`src/rtl/core/ppm_sd_pkg.sv`:
```
`default_nettype none

package ppm_sd_pkg;

  localparam int DIM_BITS_DEF      = 16;
  localparam int FRACTION_BITS_DEF = 16;
  localparam int QUEUE_DEPTH       = 4;
  localparam int SAMPLE_BITS       = 16;
  localparam int LEVEL_BITS        = 17;
  localparam int NUM_CHANNELS      = 3;

  typedef enum logic [2:0] {
    PH_TYPE,
    PH_WIDTH,
    PH_HEIGHT,
    PH_MAXVAL,
    PH_DATA
  } phase_e;

  typedef enum logic [1:0] {
    BK_IDLE,
    BK_RUN,
    BK_HOLD
  } bk_state_e;

  typedef struct packed {
    logic [7:0] data_byte;
    logic       start_of_file;
  } in_req_t;

  typedef struct packed {
    logic [15:0]           pixel_row;
    logic [15:0]           pixel_col;
    logic [LEVEL_BITS-1:0] red_level;
    logic [LEVEL_BITS-1:0] green_level;
    logic [LEVEL_BITS-1:0] blue_level;
    logic                  binary_format;
    logic                  last_pixel;
  } pixel_t;

  typedef struct packed {
    logic [15:0]                                 pixel_row;
    logic [15:0]                                 pixel_col;
    logic [NUM_CHANNELS-1:0][SAMPLE_BITS-1:0]    sample;
    logic [SAMPLE_BITS-1:0]                      max_value;
    logic                                        binary_format;
    logic                                        last_pixel;
  } job_t;

endpackage

`default_nettype wire

```
`src/rtl/core/ppm_sd_front.sv`:
```
`default_nettype none

module ppm_sd_front #(
  parameter int DIM_BITS = ppm_sd_pkg::DIM_BITS_DEF
) (
  input  wire                logic clk_i,
  input  wire                logic rst_ni,
  input  wire                logic accept_i,
  input  wire ppm_sd_pkg::in_req_t req_i,
  output logic                     job_valid_o,
  output ppm_sd_pkg::job_t         job_o
);

  localparam logic [7:0] ChrZero  = 8'h30;
  localparam logic [7:0] ChrNine  = 8'h39;
  localparam logic [7:0] ChrThree = 8'h33;
  localparam logic [7:0] ChrSix   = 8'h36;
  localparam logic [7:0] ChrHash  = 8'h23;
  localparam logic [7:0] ChrNl    = 8'h0a;
  localparam logic [7:0] ChrSpace = 8'h20;
  localparam logic [DIM_BITS-1:0] DimMax = '1;

  ppm_sd_pkg::phase_e phase_q, phase_d, cur_phase;
  logic                comment_q, comment_d, cur_comment;
  logic [15:0]         acc_q, acc_d, cur_acc;
  logic                seen_q, seen_d, cur_seen;
  logic [DIM_BITS-1:0] width_q, width_d, cur_width;
  logic [DIM_BITS-1:0] height_q, height_d, cur_height;
  logic [15:0]         maxv_q, maxv_d, cur_maxv;
  logic                bin_q, bin_d, cur_bin;
  logic [1:0]          ch_q, ch_d, cur_ch;
  logic [15:0]         s0_q, s0_d, cur_s0;
  logic [15:0]         s1_q, s1_d, cur_s1;
  logic [DIM_BITS-1:0] row_q, row_d, cur_row;
  logic [DIM_BITS-1:0] col_q, col_d, cur_col;

  logic [7:0]          byte_w;
  logic                sof;
  logic                is_dig;
  logic                is_sep;
  logic [19:0]         acc_mul;
  logic [15:0]         acc_sat;
  logic [DIM_BITS-1:0] acc_clip;
  logic                take;
  logic                emit;
  logic [15:0]         sample;
  logic [DIM_BITS:0]   row_inc;
  logic [DIM_BITS:0]   col_inc;
  logic                last;

  assign byte_w = req_i.data_byte;
  assign sof    = req_i.start_of_file;

  // start of file clears the parse state before the byte is used
  assign cur_phase   = sof ? ppm_sd_pkg::PH_TYPE : phase_q;
  assign cur_comment = sof ? 1'b0 : comment_q;
  assign cur_acc     = sof ? '0 : acc_q;
  assign cur_seen    = sof ? 1'b0 : seen_q;
  assign cur_width   = sof ? '0 : width_q;
  assign cur_height  = sof ? '0 : height_q;
  assign cur_maxv    = sof ? '0 : maxv_q;
  assign cur_bin     = sof ? 1'b0 : bin_q;
  assign cur_ch      = sof ? '0 : ch_q;
  assign cur_s0      = sof ? '0 : s0_q;
  assign cur_s1      = sof ? '0 : s1_q;
  assign cur_row     = sof ? '0 : row_q;
  assign cur_col     = sof ? '0 : col_q;

  assign is_dig   = (byte_w >= ChrZero) && (byte_w <= ChrNine);
  assign is_sep   = (byte_w == ChrSpace) || (byte_w == ChrNl) || (byte_w == ChrHash);
  assign acc_mul  = ({4'b0, cur_acc} << 3) + ({4'b0, cur_acc} << 1) + {16'b0, byte_w[3:0]};
  assign acc_sat  = (|acc_mul[19:16]) ? 16'hffff : acc_mul[15:0];
  assign acc_clip = (32'(cur_acc) > 32'(DimMax)) ? DimMax : cur_acc[DIM_BITS-1:0];

  assign take = accept_i && !cur_comment && (cur_phase == ppm_sd_pkg::PH_DATA) &&
                (cur_bin || (is_sep && cur_seen));
  assign sample  = cur_bin ? {8'b0, byte_w} : cur_acc;
  assign emit    = take && (cur_ch == 2'd2) && (cur_row < cur_height) && (cur_col < cur_width);
  assign row_inc = {1'b0, cur_row} + 1'b1;
  assign col_inc = {1'b0, cur_col} + 1'b1;
  assign last    = (row_inc == {1'b0, cur_height}) && (col_inc == {1'b0, cur_width});

  // next state
  always_comb begin
    phase_d   = phase_q;
    comment_d = comment_q;
    acc_d     = acc_q;
    seen_d    = seen_q;
    width_d   = width_q;
    height_d  = height_q;
    maxv_d    = maxv_q;
    bin_d     = bin_q;
    ch_d      = ch_q;
    s0_d      = s0_q;
    s1_d      = s1_q;
    row_d     = row_q;
    col_d     = col_q;
    if (accept_i) begin
      phase_d   = cur_phase;
      comment_d = cur_comment;
      acc_d     = cur_acc;
      seen_d    = cur_seen;
      width_d   = cur_width;
      height_d  = cur_height;
      maxv_d    = cur_maxv;
      bin_d     = cur_bin;
      ch_d      = cur_ch;
      s0_d      = cur_s0;
      s1_d      = cur_s1;
      row_d     = cur_row;
      col_d     = cur_col;
      priority if (cur_comment) begin
        if (byte_w == ChrNl) begin
          comment_d = 1'b0;
        end
      end else if ((cur_phase == ppm_sd_pkg::PH_DATA) && cur_bin) begin
        // raw sample, handled below
      end else if (cur_phase == ppm_sd_pkg::PH_TYPE) begin
        priority if (byte_w == ChrHash) begin
          comment_d = 1'b1;
        end else if (byte_w == ChrThree) begin
          bin_d   = 1'b0;
          phase_d = ppm_sd_pkg::PH_WIDTH;
        end else if (byte_w == ChrSix) begin
          bin_d   = 1'b1;
          phase_d = ppm_sd_pkg::PH_WIDTH;
        end else begin
          // other type bytes are skipped
        end
        acc_d  = '0;
        seen_d = 1'b0;
      end else if (is_dig) begin
        acc_d  = acc_sat;
        seen_d = 1'b1;
      end else if (is_sep) begin
        if (byte_w == ChrHash) begin
          comment_d = 1'b1;
        end
        if (cur_seen) begin
          acc_d  = '0;
          seen_d = 1'b0;
          unique case (cur_phase)
            ppm_sd_pkg::PH_WIDTH: begin
              width_d = acc_clip;
              phase_d = ppm_sd_pkg::PH_HEIGHT;
            end
            ppm_sd_pkg::PH_HEIGHT: begin
              height_d = acc_clip;
              phase_d  = ppm_sd_pkg::PH_MAXVAL;
            end
            ppm_sd_pkg::PH_MAXVAL: begin
              maxv_d  = cur_acc;
              phase_d = ppm_sd_pkg::PH_DATA;
              ch_d    = '0;
            end
            default: begin
            end
          endcase
        end
      end else begin
        // stray bytes inside numbers are ignored
      end
      if (take) begin
        unique case (cur_ch)
          2'd0: begin
            s0_d = sample;
            ch_d = 2'd1;
          end
          2'd1: begin
            s1_d = sample;
            ch_d = 2'd2;
          end
          default: begin
            ch_d = 2'd0;
            if (emit) begin
              if (col_inc >= {1'b0, cur_width}) begin
                col_d = '0;
                row_d = row_inc[DIM_BITS-1:0];
              end else begin
                col_d = col_inc[DIM_BITS-1:0];
              end
            end
          end
        endcase
      end
    end
  end

  // outputs
  always_comb begin
    job_valid_o             = emit;
    job_o.pixel_row         = 16'(cur_row);
    job_o.pixel_col         = 16'(cur_col);
    job_o.sample[0]         = cur_s0;
    job_o.sample[1]         = cur_s1;
    job_o.sample[2]         = sample;
    job_o.max_value         = cur_maxv;
    job_o.binary_format     = cur_bin;
    job_o.last_pixel        = last;
  end

  always_ff @(posedge clk_i or negedge rst_ni) begin
    if (!rst_ni) begin
      phase_q   <= ppm_sd_pkg::PH_TYPE;
      comment_q <= 1'b0;
      acc_q     <= '0;
      seen_q    <= 1'b0;
      width_q   <= '0;
      height_q  <= '0;
      maxv_q    <= '0;
      bin_q     <= 1'b0;
      ch_q      <= '0;
      s0_q      <= '0;
      s1_q      <= '0;
      row_q     <= '0;
      col_q     <= '0;
    end else begin
      phase_q   <= phase_d;
      comment_q <= comment_d;
      acc_q     <= acc_d;
      seen_q    <= seen_d;
      width_q   <= width_d;
      height_q  <= height_d;
      maxv_q    <= maxv_d;
      bin_q     <= bin_d;
      ch_q      <= ch_d;
      s0_q      <= s0_d;
      s1_q      <= s1_d;
      row_q     <= row_d;
      col_q     <= col_d;
    end
  end

endmodule

`default_nettype wire

```
`src/rtl/core/ppm_sd_fifo.sv`:
```
`default_nettype none

module ppm_sd_fifo #(
  parameter int DEPTH = ppm_sd_pkg::QUEUE_DEPTH
) (
  input  wire logic             clk_i,
  input  wire logic             rst_ni,
  input  wire logic             push_i,
  input  wire ppm_sd_pkg::job_t data_i,
  input  wire logic             pop_i,
  output ppm_sd_pkg::job_t      data_o,
  output logic                  full_o,
  output logic                  empty_o
);

  localparam int PtrBits = (DEPTH > 1) ? $clog2(DEPTH) : 1;
  localparam int CntBits = $clog2(DEPTH + 1);
  localparam logic [PtrBits-1:0] PtrLast = PtrBits'(DEPTH - 1);
  localparam logic [CntBits-1:0] CntFull = CntBits'(DEPTH);

  ppm_sd_pkg::job_t   mem_q [DEPTH];
  logic [PtrBits-1:0] wr_q, wr_d;
  logic [PtrBits-1:0] rd_q, rd_d;
  logic [CntBits-1:0] cnt_q, cnt_d;
  logic               do_push;
  logic               do_pop;

  assign full_o  = (cnt_q == CntFull);
  assign empty_o = (cnt_q == '0);
  assign do_push = push_i && !full_o;
  assign do_pop  = pop_i && !empty_o;
  assign data_o  = mem_q[rd_q];

  always_comb begin
    wr_d  = wr_q;
    rd_d  = rd_q;
    cnt_d = cnt_q;
    if (do_push) begin
      wr_d = (wr_q == PtrLast) ? '0 : PtrBits'(wr_q + 1'b1);
    end
    if (do_pop) begin
      rd_d = (rd_q == PtrLast) ? '0 : PtrBits'(rd_q + 1'b1);
    end
    if (do_push && !do_pop) begin
      cnt_d = CntBits'(cnt_q + 1'b1);
    end else if (do_pop && !do_push) begin
      cnt_d = CntBits'(cnt_q - 1'b1);
    end
  end

  always_ff @(posedge clk_i or negedge rst_ni) begin
    if (!rst_ni) begin
      wr_q  <= '0;
      rd_q  <= '0;
      cnt_q <= '0;
    end else begin
      wr_q  <= wr_d;
      rd_q  <= rd_d;
      cnt_q <= cnt_d;
    end
  end

  always_ff @(posedge clk_i) begin
    if (do_push) begin
      mem_q[wr_q] <= data_i;
    end
  end

endmodule

`default_nettype wire

```
`src/rtl/core/ppm_sd_back.sv`:
```
`default_nettype none

module ppm_sd_back #(
  parameter int FRACTION_BITS = ppm_sd_pkg::FRACTION_BITS_DEF
) (
  input  wire logic             clk_i,
  input  wire logic             rst_ni,
  input  wire logic             empty_i,
  input  wire ppm_sd_pkg::job_t job_i,
  output logic                  pop_o,
  output logic                  empty_o,
  input  wire logic             pop_i,
  output ppm_sd_pkg::pixel_t    rsp_o
);

  localparam int CntBits   = $clog2(FRACTION_BITS);
  localparam int LevelBits = FRACTION_BITS + 1;
  localparam int NumCh     = ppm_sd_pkg::NUM_CHANNELS;
  localparam int SBits     = ppm_sd_pkg::SAMPLE_BITS;
  localparam logic [CntBits-1:0]   LastCnt   = CntBits'(FRACTION_BITS - 1);
  localparam logic [LevelBits-1:0] FullScale = LevelBits'(1) << FRACTION_BITS;

  ppm_sd_pkg::bk_state_e state_q, state_d;
  logic                      out_valid_q, out_valid_d;
  logic [CntBits-1:0]        cnt_q;
  logic [SBits-1:0]          div_q;
  logic [SBits-1:0]          rem_q  [NumCh];
  logic [FRACTION_BITS-1:0]  quot_q [NumCh];
  logic [NumCh-1:0]          sat_q;
  logic [15:0]               row_q;
  logic [15:0]               col_q;
  logic                      bin_q;
  logic                      last_q;
  ppm_sd_pkg::pixel_t        out_q;

  logic [SBits-1:0]          div_load;
  logic [SBits:0]            rem2   [NumCh];
  logic [NumCh-1:0]          ge;
  logic [SBits-1:0]          rem_nx [NumCh];
  logic [LevelBits-1:0]      level  [NumCh];
  logic                      out_free;
  logic                      load_out;

  assign out_free = !out_valid_q || pop_i;
  assign div_load = (job_i.max_value == '0) ? SBits'(1) : job_i.max_value;

  // one quotient bit per lane and cycle
  always_comb begin
    for (int i = 0; i < NumCh; i++) begin
      rem2[i]   = {rem_q[i], 1'b0};
      ge[i]     = (rem2[i] >= {1'b0, div_q});
      rem_nx[i] = ge[i] ? SBits'(rem2[i] - {1'b0, div_q}) : rem2[i][SBits-1:0];
      level[i]  = sat_q[i] ? FullScale : {1'b0, quot_q[i]};
    end
  end

  // next state
  always_comb begin
    state_d = state_q;
    unique case (state_q)
      ppm_sd_pkg::BK_IDLE: begin
        if (!empty_i) begin
          state_d = ppm_sd_pkg::BK_RUN;
        end
      end
      ppm_sd_pkg::BK_RUN: begin
        if (cnt_q == LastCnt) begin
          state_d = ppm_sd_pkg::BK_HOLD;
        end
      end
      ppm_sd_pkg::BK_HOLD: begin
        if (out_free) begin
          state_d = ppm_sd_pkg::BK_IDLE;
        end
      end
      default: begin
        state_d = ppm_sd_pkg::BK_IDLE;
      end
    endcase
  end

  // outputs
  always_comb begin
    pop_o       = (state_q == ppm_sd_pkg::BK_IDLE) && !empty_i;
    load_out    = (state_q == ppm_sd_pkg::BK_HOLD) && out_free;
    out_valid_d = out_valid_q;
    if (load_out) begin
      out_valid_d = 1'b1;
    end else if (pop_i) begin
      out_valid_d = 1'b0;
    end
  end

  assign empty_o = !out_valid_q;
  assign rsp_o   = out_q;

  always_ff @(posedge clk_i or negedge rst_ni) begin
    if (!rst_ni) begin
      state_q     <= ppm_sd_pkg::BK_IDLE;
      out_valid_q <= 1'b0;
      cnt_q       <= '0;
    end else begin
      state_q     <= state_d;
      out_valid_q <= out_valid_d;
      if (pop_o) begin
        cnt_q <= '0;
      end else if (state_q == ppm_sd_pkg::BK_RUN) begin
        cnt_q <= CntBits'(cnt_q + 1'b1);
      end
    end
  end

  always_ff @(posedge clk_i) begin
    if (pop_o) begin
      div_q  <= div_load;
      row_q  <= job_i.pixel_row;
      col_q  <= job_i.pixel_col;
      bin_q  <= job_i.binary_format;
      last_q <= job_i.last_pixel;
      for (int i = 0; i < NumCh; i++) begin
        sat_q[i]  <= (job_i.sample[i] >= div_load);
        rem_q[i]  <= (job_i.sample[i] >= div_load) ? '0 : job_i.sample[i];
        quot_q[i] <= '0;
      end
    end else if (state_q == ppm_sd_pkg::BK_RUN) begin
      for (int i = 0; i < NumCh; i++) begin
        rem_q[i]  <= rem_nx[i];
        quot_q[i] <= {quot_q[i][FRACTION_BITS-2:0], ge[i]};
      end
    end
    if (load_out) begin
      out_q.pixel_row     <= row_q;
      out_q.pixel_col     <= col_q;
      out_q.red_level     <= ppm_sd_pkg::LEVEL_BITS'(level[0]);
      out_q.green_level   <= ppm_sd_pkg::LEVEL_BITS'(level[1]);
      out_q.blue_level    <= ppm_sd_pkg::LEVEL_BITS'(level[2]);
      out_q.binary_format <= bin_q;
      out_q.last_pixel    <= last_q;
    end
  end

`ifndef SYNTHESIS
  a_rem_below_div: assert property (@(posedge clk_i) disable iff (!rst_ni)
    (state_q == ppm_sd_pkg::BK_RUN) |->
      (rem_q[0] < div_q) && (rem_q[1] < div_q) && (rem_q[2] < div_q))
    else $error("divider remainder not below divisor");

  a_div_nonzero: assert property (@(posedge clk_i) disable iff (!rst_ni)
    (state_q == ppm_sd_pkg::BK_RUN) |-> (div_q != '0))
    else $error("zero divisor in divider");

  a_result_after_hold: assert property (@(posedge clk_i) disable iff (!rst_ni)
    $rose(out_valid_q) |-> $past(state_q == ppm_sd_pkg::BK_HOLD))
    else $error("result appeared without finished division");
`endif

endmodule

`default_nettype wire

```
`src/rtl/core/ppm_stream_decoder_unit.sv`:
```
// PPM (P3/P6) byte-stream decoder. A byte is taken in every cycle in which
// push_i is high and full_o is low; the parser handles header and samples at
// one byte per cycle and places each finished pixel into a short pixel queue.
// full_o is high whenever that queue is full, for header bytes too. Each
// pixel then goes to the back end, where three restoring-divider lanes
// scale red, green and blue by maxval in lockstep, one quotient bit per
// cycle. The back end takes a new pixel from the queue only after the last
// one's result has entered the output register. Header and comment bytes
// go at one per cycle while full_o is low. Results leave through an
// output register and are read with empty_o and pop_i.
`default_nettype none

module ppm_stream_decoder_unit #(
  parameter int DIM_BITS      = ppm_sd_pkg::DIM_BITS_DEF,
  parameter int FRACTION_BITS = ppm_sd_pkg::FRACTION_BITS_DEF
) (
  input  wire logic                clk_i,
  input  wire logic                rst_ni,
  input  wire logic                push_i,
  output logic                     full_o,
  input  wire ppm_sd_pkg::in_req_t req_i,
  output logic                     empty_o,
  input  wire logic                pop_i,
  output ppm_sd_pkg::pixel_t       rsp_o
);

  logic             accept;
  logic             job_valid;
  ppm_sd_pkg::job_t job;
  ppm_sd_pkg::job_t q_job;
  logic             q_full;
  logic             q_empty;
  logic             q_pop;

  assign full_o = q_full;
  assign accept = push_i && !q_full;

  ppm_sd_front #(
    .DIM_BITS (DIM_BITS)
  ) u_front (
    .clk_i       (clk_i),
    .rst_ni      (rst_ni),
    .accept_i    (accept),
    .req_i       (req_i),
    .job_valid_o (job_valid),
    .job_o       (job)
  );

  ppm_sd_fifo #(
    .DEPTH (ppm_sd_pkg::QUEUE_DEPTH)
  ) u_fifo (
    .clk_i   (clk_i),
    .rst_ni  (rst_ni),
    .push_i  (job_valid),
    .data_i  (job),
    .pop_i   (q_pop),
    .data_o  (q_job),
    .full_o  (q_full),
    .empty_o (q_empty)
  );

  ppm_sd_back #(
    .FRACTION_BITS (FRACTION_BITS)
  ) u_back (
    .clk_i   (clk_i),
    .rst_ni  (rst_ni),
    .empty_i (q_empty),
    .job_i   (q_job),
    .pop_o   (q_pop),
    .empty_o (empty_o),
    .pop_i   (pop_i),
    .rsp_o   (rsp_o)
  );

endmodule

`default_nettype wire
```
`config.mk`:
```
export PLATFORM = sky130hd
export DESIGN_NAME = ppm_stream_decoder_unit
export DESIGN_NICKNAME = d
export VERILOG_FILES = /design/src/rtl/core/ppm_sd_pkg.sv /design/src/rtl/core/ppm_sd_front.sv /design/src/rtl/core/ppm_sd_fifo.sv /design/src/rtl/core/ppm_sd_back.sv /design/src/rtl/core/ppm_stream_decoder_unit.sv
export SDC_FILE = /design/constraint.sdc
export NUM_CORES = 1
export LEC_CHECK = 0
export BUFFER_PORTS_ARGS = -buffer_cell sky130_fd_sc_hd__buf_2
export CORE_MARGIN = 1.5
export CORE_UTILIZATION = 57
export DETAILED_ROUTE_END_ITERATION = 6
export HOLD_SLACK_MARGIN = 0.12
export PLACE_DENSITY = 0.81
export SYNTH_ARGS = -nofsm -noshare
export SYNTH_HDL_FRONTEND = slang
export SYNTH_HIERARCHICAL = 1
export SYNTH_SLANG_ARGS = --single-unit
```
`constraint.sdc`:
```
create_clock -name clk_i -period 6 [get_ports clk_i]
set_clock_uncertainty 0.2 [all_clocks]
set_input_delay 1.2 -clock clk_i [delete_from_list [all_inputs] [get_ports clk_i]]
set_output_delay 1.2 -clock clk_i [all_outputs]
set_load 0.03 [all_outputs]
```
After elaboration in Yosys (flattened, before gate mapping)
Memories as Yosys holds them, arrays and structs flattened.
Index checks and enable logic that the tools add are counted.

operators by class
  magnitude comparators = 11
  add/sub/neg operators = 12
  reduce and logical (&&, ||, !) cells = 38
  mux-type cells = 126
  equality and inequality tests = 22
  bitwise operators = 6

operators with widths
  kind                                                               number
  2-to-1 mux 16 bit                                                  62
  greater-or-equal comparator 17 x 16 -> 1 bit                       4
  2-to-1 mux 17 bit                                                  3
  greater-or-equal comparator 16 bit                                 3
  subtractor 16 bit                                                  3
  2-to-1 mux 3 bit                                                   12
  adder 16 x 1 -> 17 bit, second input constant                      2
  == test 17 x 16 -> 1 bit                                           2
  == test 8 x 6 -> 1 bit, second input constant                      4
  less-than comparator 16 bit                                        2
  2-to-1 mux 1 bit                                                   30
  2-to-1 mux 2 bit                                                   14
  adder 19 x 17 -> 20 bit                                            1
  adder 20 x 4 -> 20 bit                                             1
  logical AND 1 bit                                                  17
  zero test 16 bit                                                   1
  one-hot mux 3 bit (3 select lines)                                 1
  == test 2 bit, second input constant                               4
  == test 8 x 4 -> 1 bit, second input constant                      1
  greater-or-equal comparator 8 x 6 -> 1 bit, second input constant  1
  <= comparator 8 x 6 -> 1 bit, second input constant                1
  2-to-1 mux 4 bit                                                   2
  == test 3 x 2 -> 1 bit, second input constant                      2
  == test 3 bit, second input constant                               2
  20 further kinds                                                   40

word-level totals
  RAM bits = 488
  register bits after elaboration = 288
  memories = 3
  output and inout bits = 87

memories
  memory         words  bits a word  rd ports  clocked after memory_dff  write ports  RTL line           RTL
  u_fifo.mem_q   4      98           1         0                         1            ppm_sd_fifo.sv:21  ppm_sd_pkg::job_t mem_q [DEPTH];
  u_back.quot_q  3      16           3         0                         3            ppm_sd_back.sv:28  logic [FRACTION_BITS-1:0] quot_q [NumCh];
  u_back.rem_q   3      16           3         0                         3            ppm_sd_back.sv:27  logic [SBits-1:0] rem_q [NumCh];

Longest topological paths before layout
  depth after elaboration = 14
  gate-level depth with buffers = 23
  gate-level depth less buffers = 17

Hierarchy
The synthesis kept the hierarchy.

modules (own cells, without submodules)
  module                   area an instance (um^2)  sequential area each (um^2)  instances  cells each
  ppm_sd_fifo              14586.5                  11946.5                      1          549
  ppm_sd_back              12398.1                  7201.9                       1          986
  ppm_sd_front             9626.7                   3403.3                       1          1069
  ppm_stream_decoder_unit  13.8                     0.0                          1          1

Least setup slack after synthesis
OpenSTA, ideal clock, no wires.

  kind = input to register
  start point = input port req_i[0] in the netlist's numbering
  end point = memory u_fifo/mem_q[0][0] in the netlist's numbering, enable pin
  stages = 17
  data arrival time = 7.137 ns
  slack = -1.805 ns
  buffers on the path = 7
  setup time = 0.468 ns
  path through = clkbuf_1 > clkbuf_1 > buf_2 > clkbuf_1 > clkbuf_1 > clkbuf_1 > nor2b_1 > ha_1 > a21o_1 > a21o_1 > a221o_1 > nor4_1 > nand3_4 > clkinv_4 > nor2b_1 > buf_2 > and2_1

RTL lines
  item             RTL line                       RTL
  start, declared  ppm_stream_decoder_unit.sv:21  input wire ppm_sd_pkg::in_req_t req_i,
  end, declared    ppm_sd_fifo.sv:21

==> results by group <==
Worst hold path
  • Path category of the worst min-delay check: flip-flop to flip-flop

Timing
  • Total negative slack for setup checks: 0 ps
  • RSZ-0062 raised after global routing: false
  • Count of final setup violators: 0
  • Period utilization: 0.8372
  • Min Clock Period, post-route: 5023 ps
  • Worst slew slack as a fraction of its limit: 0.1454
  • Max Clk Rate: 0.1991 GHz
  • Actual slew at the worst max-slew pin: 1273 ps
  • Max-slew violation total from the final report: 0
  • Hold Fails Final Rpt: 0

Finish
  • Number of nets in the layout: 2924
  • End-of-flow core utilization: 0.6460
  • FILL cells: 4349
  • Fraction of layout instances using a drive strength above 1: 0.1540
  • Number of antenna repair diodes: 0
  • Area growth from synthesis to layout: 11.67%

Synthesis
  • Number of warnings issued by yosys: 6
  • Avg Inst Size Synth: 14.06 um^2
  • Top flip-flop cell by instance count after synthesis: sky130_fd_sc_hd__edfxtp_1
  • Share of synthesized flip-flops with an asynchronous set or reset: 0.1933
  • Count of state elements after synthesis: 776
  • Number of cells produced by synthesis: 2605
  • Area share of the leading cell type in the synthesized netlist: 0.5133
  • Mapped Area: 36630 um^2
  • Number of distinct library cells after synthesis: 95
  • Cell taking the most area after synthesis: sky130_fd_sc_hd__edfxtp_1
  • Syn nets: 2808
  • Largest cells by area after synthesis: sky130_fd_sc_hd__edfxtp_1 51%, sky130_fd_sc_hd__dfrtp_1 10%, sky130_fd_sc_hd__ha_1 6.3%
  • Number of flops mapped to enable cells by yosys: 626
  • Register area share after synthesis: 0.6157

Power and ir drop
  • Sw Share: 0.3039
  • Worst-case vdd ir drop: 0.0002264 V
  • Flop pwr share: 0.423
  • P per Cell Area: 390.5 nW/um^2
  • Design internal power: 11.12 mW
  • Portion of total power attributed to combinational logic: 0.261
  • Share of power burned in the clock network: 0.315
  • Psw: 4.853 mW
  • Total leakage power: 14.91 nW

Outcome
  • Status: complete, no violations

Critical path
  • CP arrival: 5390 ps
  • Startpoint type of the worst setup path: input pin
  • Setup crit end kind: flip-flop
  • Maximum net fanout on the critical path: 26
  • Required time of the critical path: 6360 ps
  • Setup CP Type: input pin to flip-flop

Floorplan
  • Die span in x: 256.5 um
  • Die area: 65780 um^2
  • Top Ports: 100
  • Standard-cell row count: 92
  • Starting density of the core: 0.5785
  • Die height: 256.5 um
  • Core area: 63310 um^2

Drt
  • Post-route DRC violation count: 0
  • Drt first pass iters: 5
  • Routed len/inst: 23.88 um
  • Number of nets with antenna violations after routing: 0
  • Total via count after detailed routing: 23252
  • Number of vias per cell after detailed routing: 6.402
  • Starting DRT DRC Count: 2448
  • Final routed wirelength across all metal layers: 86.73 mm

Placement
  • Port Buffer Count: 99
  • Final Wtd Congestion: 0.9280
  • Total half-perimeter wirelength after legalization and detailed placement: 57.56 mm

Global routing
  • Initial antenna violation count: 0
  • Pin count of the biggest net entering global routing: 86
  • Global-route wire length before repair: 135.1 mm
  • Overall track demand over capacity in global routing: 0.2643
  • Number of global-route vias before repair: 23517
  • Grt total ovfl: 0

CTS
  • TritonCTS clock tree: built
  • Number of buffers inserted during clock tree synthesis: 79
  • Total setup buffers inserted after CTS: 0
  • CTS Hold Bufs: 0
  • Number of clock sinks seen by CTS: 776
  • Root buffer cell: sky130_fd_sc_hd__clkbuf_16
  • H-tree depth reported by CTS: 3
  • Maximum number of buffers from clock root to sink: 3
  • Number of gates resized after cts: 0
  • Worst skew pair latency: 630 ps
  • Clock Pin Slew Worst Setup and Hold Paths: 60 ps

Job
  • Count of maximum capacitance violations: 0
==> final timing paths <==
kind,slack (ps),cells past startpoint,start,end
hold / removal,220,0,u_back/row_q[3]$_DFFE_PP_,u_back/rsp_o[72]$_DFFE_PP_
max in group asynchronous,4080,2,rst_ni,u_fifo/rd_q[0]$_DFFE_PN0P_
hold reg to reg,220,0,u_back/row_q[3]$_DFFE_PP_,u_back/rsp_o[72]$_DFFE_PP_
setup reg to reg,1060,13,u_fifo/rd_q[0]$_DFFE_PN0P_,u_back/rem_q[0][32]$_DFFE_PP_
min in group asynchronous,400,1,rst_ni,u_front/s1_q[3]$_DFFE_PN0P_
setup / recovery,980,15,req_i[0],u_front/col_q[12]$_DFFE_PN0P_
==> Yosys cell counts, types with 19 or more instances <==
| library cell | number |
|---|---|
| sky130_fd_sc_hd__o21a_1 | 23 |
| sky130_fd_sc_hd__ha_1 | 185 |
| sky130_fd_sc_hd__a21oi_1 | 87 |
| sky130_fd_sc_hd__and3_1 | 23 |
| sky130_fd_sc_hd__nor2_1 | 102 |
| sky130_fd_sc_hd__nor3_1 | 35 |
| sky130_fd_sc_hd__mux4_2 | 98 |
| sky130_fd_sc_hd__and2_1 | 61 |
| sky130_fd_sc_hd__o21ai_0 | 106 |
| sky130_fd_sc_hd__dfrtp_1 | 150 |
| sky130_fd_sc_hd__mux2i_1 | 37 |
| sky130_fd_sc_hd__a21o_1 | 44 |
| sky130_fd_sc_hd__edfxtp_1 | 626 |
| sky130_fd_sc_hd__nor2b_1 | 159 |
| sky130_fd_sc_hd__nand4_1 | 25 |
| sky130_fd_sc_hd__a22oi_1 | 20 |
| sky130_fd_sc_hd__buf_2 | 22 |
| sky130_fd_sc_hd__a31oi_1 | 20 |
| sky130_fd_sc_hd__xor2_1 | 34 |
| sky130_fd_sc_hd__o21ai_1 | 22 |
| sky130_fd_sc_hd__inv_1 | 77 |
| sky130_fd_sc_hd__nand2b_1 | 19 |
| sky130_fd_sc_hd__a22o_1 | 80 |
| sky130_fd_sc_hd__xnor2_1 | 46 |
| sky130_fd_sc_hd__clkbuf_1 | 74 |
| sky130_fd_sc_hd__nand2_1 | 156 |
| sky130_fd_sc_hd__nand3_1 | 42 |
==> logic make-up (layout without fill, tap and decap cells) <==
kind of cell	after synthesis	after routing	share of synthesized area
and+or+nand+nor	688	688	0.1011
muxes	140	140	0.07212
xor gates and xnor gates	82	82	0.02040
DFF	776	776	0.6157
buffers and inverters	200	381	0.02436
adders and majority gates	190	190	0.06593
AOI/OAI and AO/OA	529	529	0.1004
==> placed cells by master, fill, tap and decap left out, drive strengths merged, types with 6 or more instances in the layout <==
cell type,n
or3,10
clkbuf,98
inv,81
nand2b,19
mux2i,37
and3,23
and2,61
xor2,34
nor2b,160
xnor2,46
a31oi,22
clkinv,32
buf,156
a22o,80
nor2,105
dfrtp,150
ha,185
edfxtp,626
a21oi,90
or2,6
nor3,38
o2bb2ai,18
bufinv,10
a21o,44
nand2,157
o21ai,130
and4,6
o211ai,12
o31ai,14
nand3,43
nor3b,6
nand4,25
mux4,98
a211oi,15
o21a,23
a22oi,20
nor4,11
==> sequential cells by signal, indices dropped and copies added (netlist names), 4 cells and up <==
| name | cells |
|---|---|
| u_front/maxv_q | 16 |
| u_front/s0_q | 16 |
| u_back/quot_q | 48 |
| u_back/cnt_q | 4 |
| u_front/col_q | 16 |
| u_front/height_q | 16 |
| u_fifo/mem_q | 392 |
| u_back/rsp_o | 85 |
| u_back/row_q | 16 |
| u_front/s1_q | 16 |
| u_front/width_q | 16 |
| u_front/row_q | 16 |
| u_front/acc_q | 16 |
| u_back/col_q | 16 |
| u_back/div_q | 16 |
| u_back/rem_q | 48 |
==> power groups by stage <==
| stage | logic, mW | registers, mW | clock network (mW) |
|---|---|---|---|
| floorplan | 3.31 | 6.70 | 0 |
| global placement | 3.91 | 6.83 | 0 |
| detailed placement | 4.07 | 6.85 | 0 |
| CTS | 4.14 | 6.75 | 5.12 |
| global route | 4.56 | 6.81 | 5.31 |
| finish | 4.18 | 6.76 | 5.03 |
==> layer usage <==
metal / global-route usage / up-vias / share of wire
met4: 0.09085 / 0 / 0.031
met2: 0.4372 / 1132 / 0.49
met1: 0.3613 / 11711 / 0.41
met5: 0 / - / 0
li1: - / 10213 / -
met3: 0.03766 / 196 / 0.073
==> through the flow <==
stage	power [mW]	cells	hold WS, ps	worst slack (ps)	cell area, um^2
3_5_place_dp	10.92	3486	204.5	500.2	38220
4_1_cts	16.01	3632	218.6	1097	40900
3_3_place_gp	10.74	3486	200.9	555.2	38220
2_1_floorplan	10.01	2605	200.3	31.21	36650
6_report	15.97	3632	218.5	976.7	40900
5_1_grt	16.68	3632	223.3	579.9	40900
==> cell type report <==
type | instances | area [um^2] | area share
Sequential cell | 776 | 22560 | 0.5516
Tap cell | 846 | 1059 | 0.02588
Clock buffer | 98 | 2120 | 0.05182
Inverter | 79 | 301.5 | 0.007373
Timing Repair Buffer | 156 | 1082 | 0.02646
Clock inverter | 48 | 555.5 | 0.01358
Multi-Input combinational cell | 1629 | 13220 | 0.3233
==> worst max-delay path, cell delays in order <==
cell and delay (ps):
sky130_fd_sc_hd__buf_4 220, sky130_fd_sc_hd__nor2b_1 360, sky130_fd_sc_hd__ha_1 270, sky130_fd_sc_hd__nand4_1 210, sky130_fd_sc_hd__nor3_1 420, sky130_fd_sc_hd__nand4_1 200, sky130_fd_sc_hd__xnor2_1 390, sky130_fd_sc_hd__ha_1 310
sky130_fd_sc_hd__nand4_1 130, sky130_fd_sc_hd__nor3_1 100, sky130_fd_sc_hd__or3_1 340, sky130_fd_sc_hd__nor3_2 570, sky130_fd_sc_hd__nand2_1 180, sky130_fd_sc_hd__inv_2 260, sky130_fd_sc_hd__a22o_1 210
(Power assumes the default switching activity.)
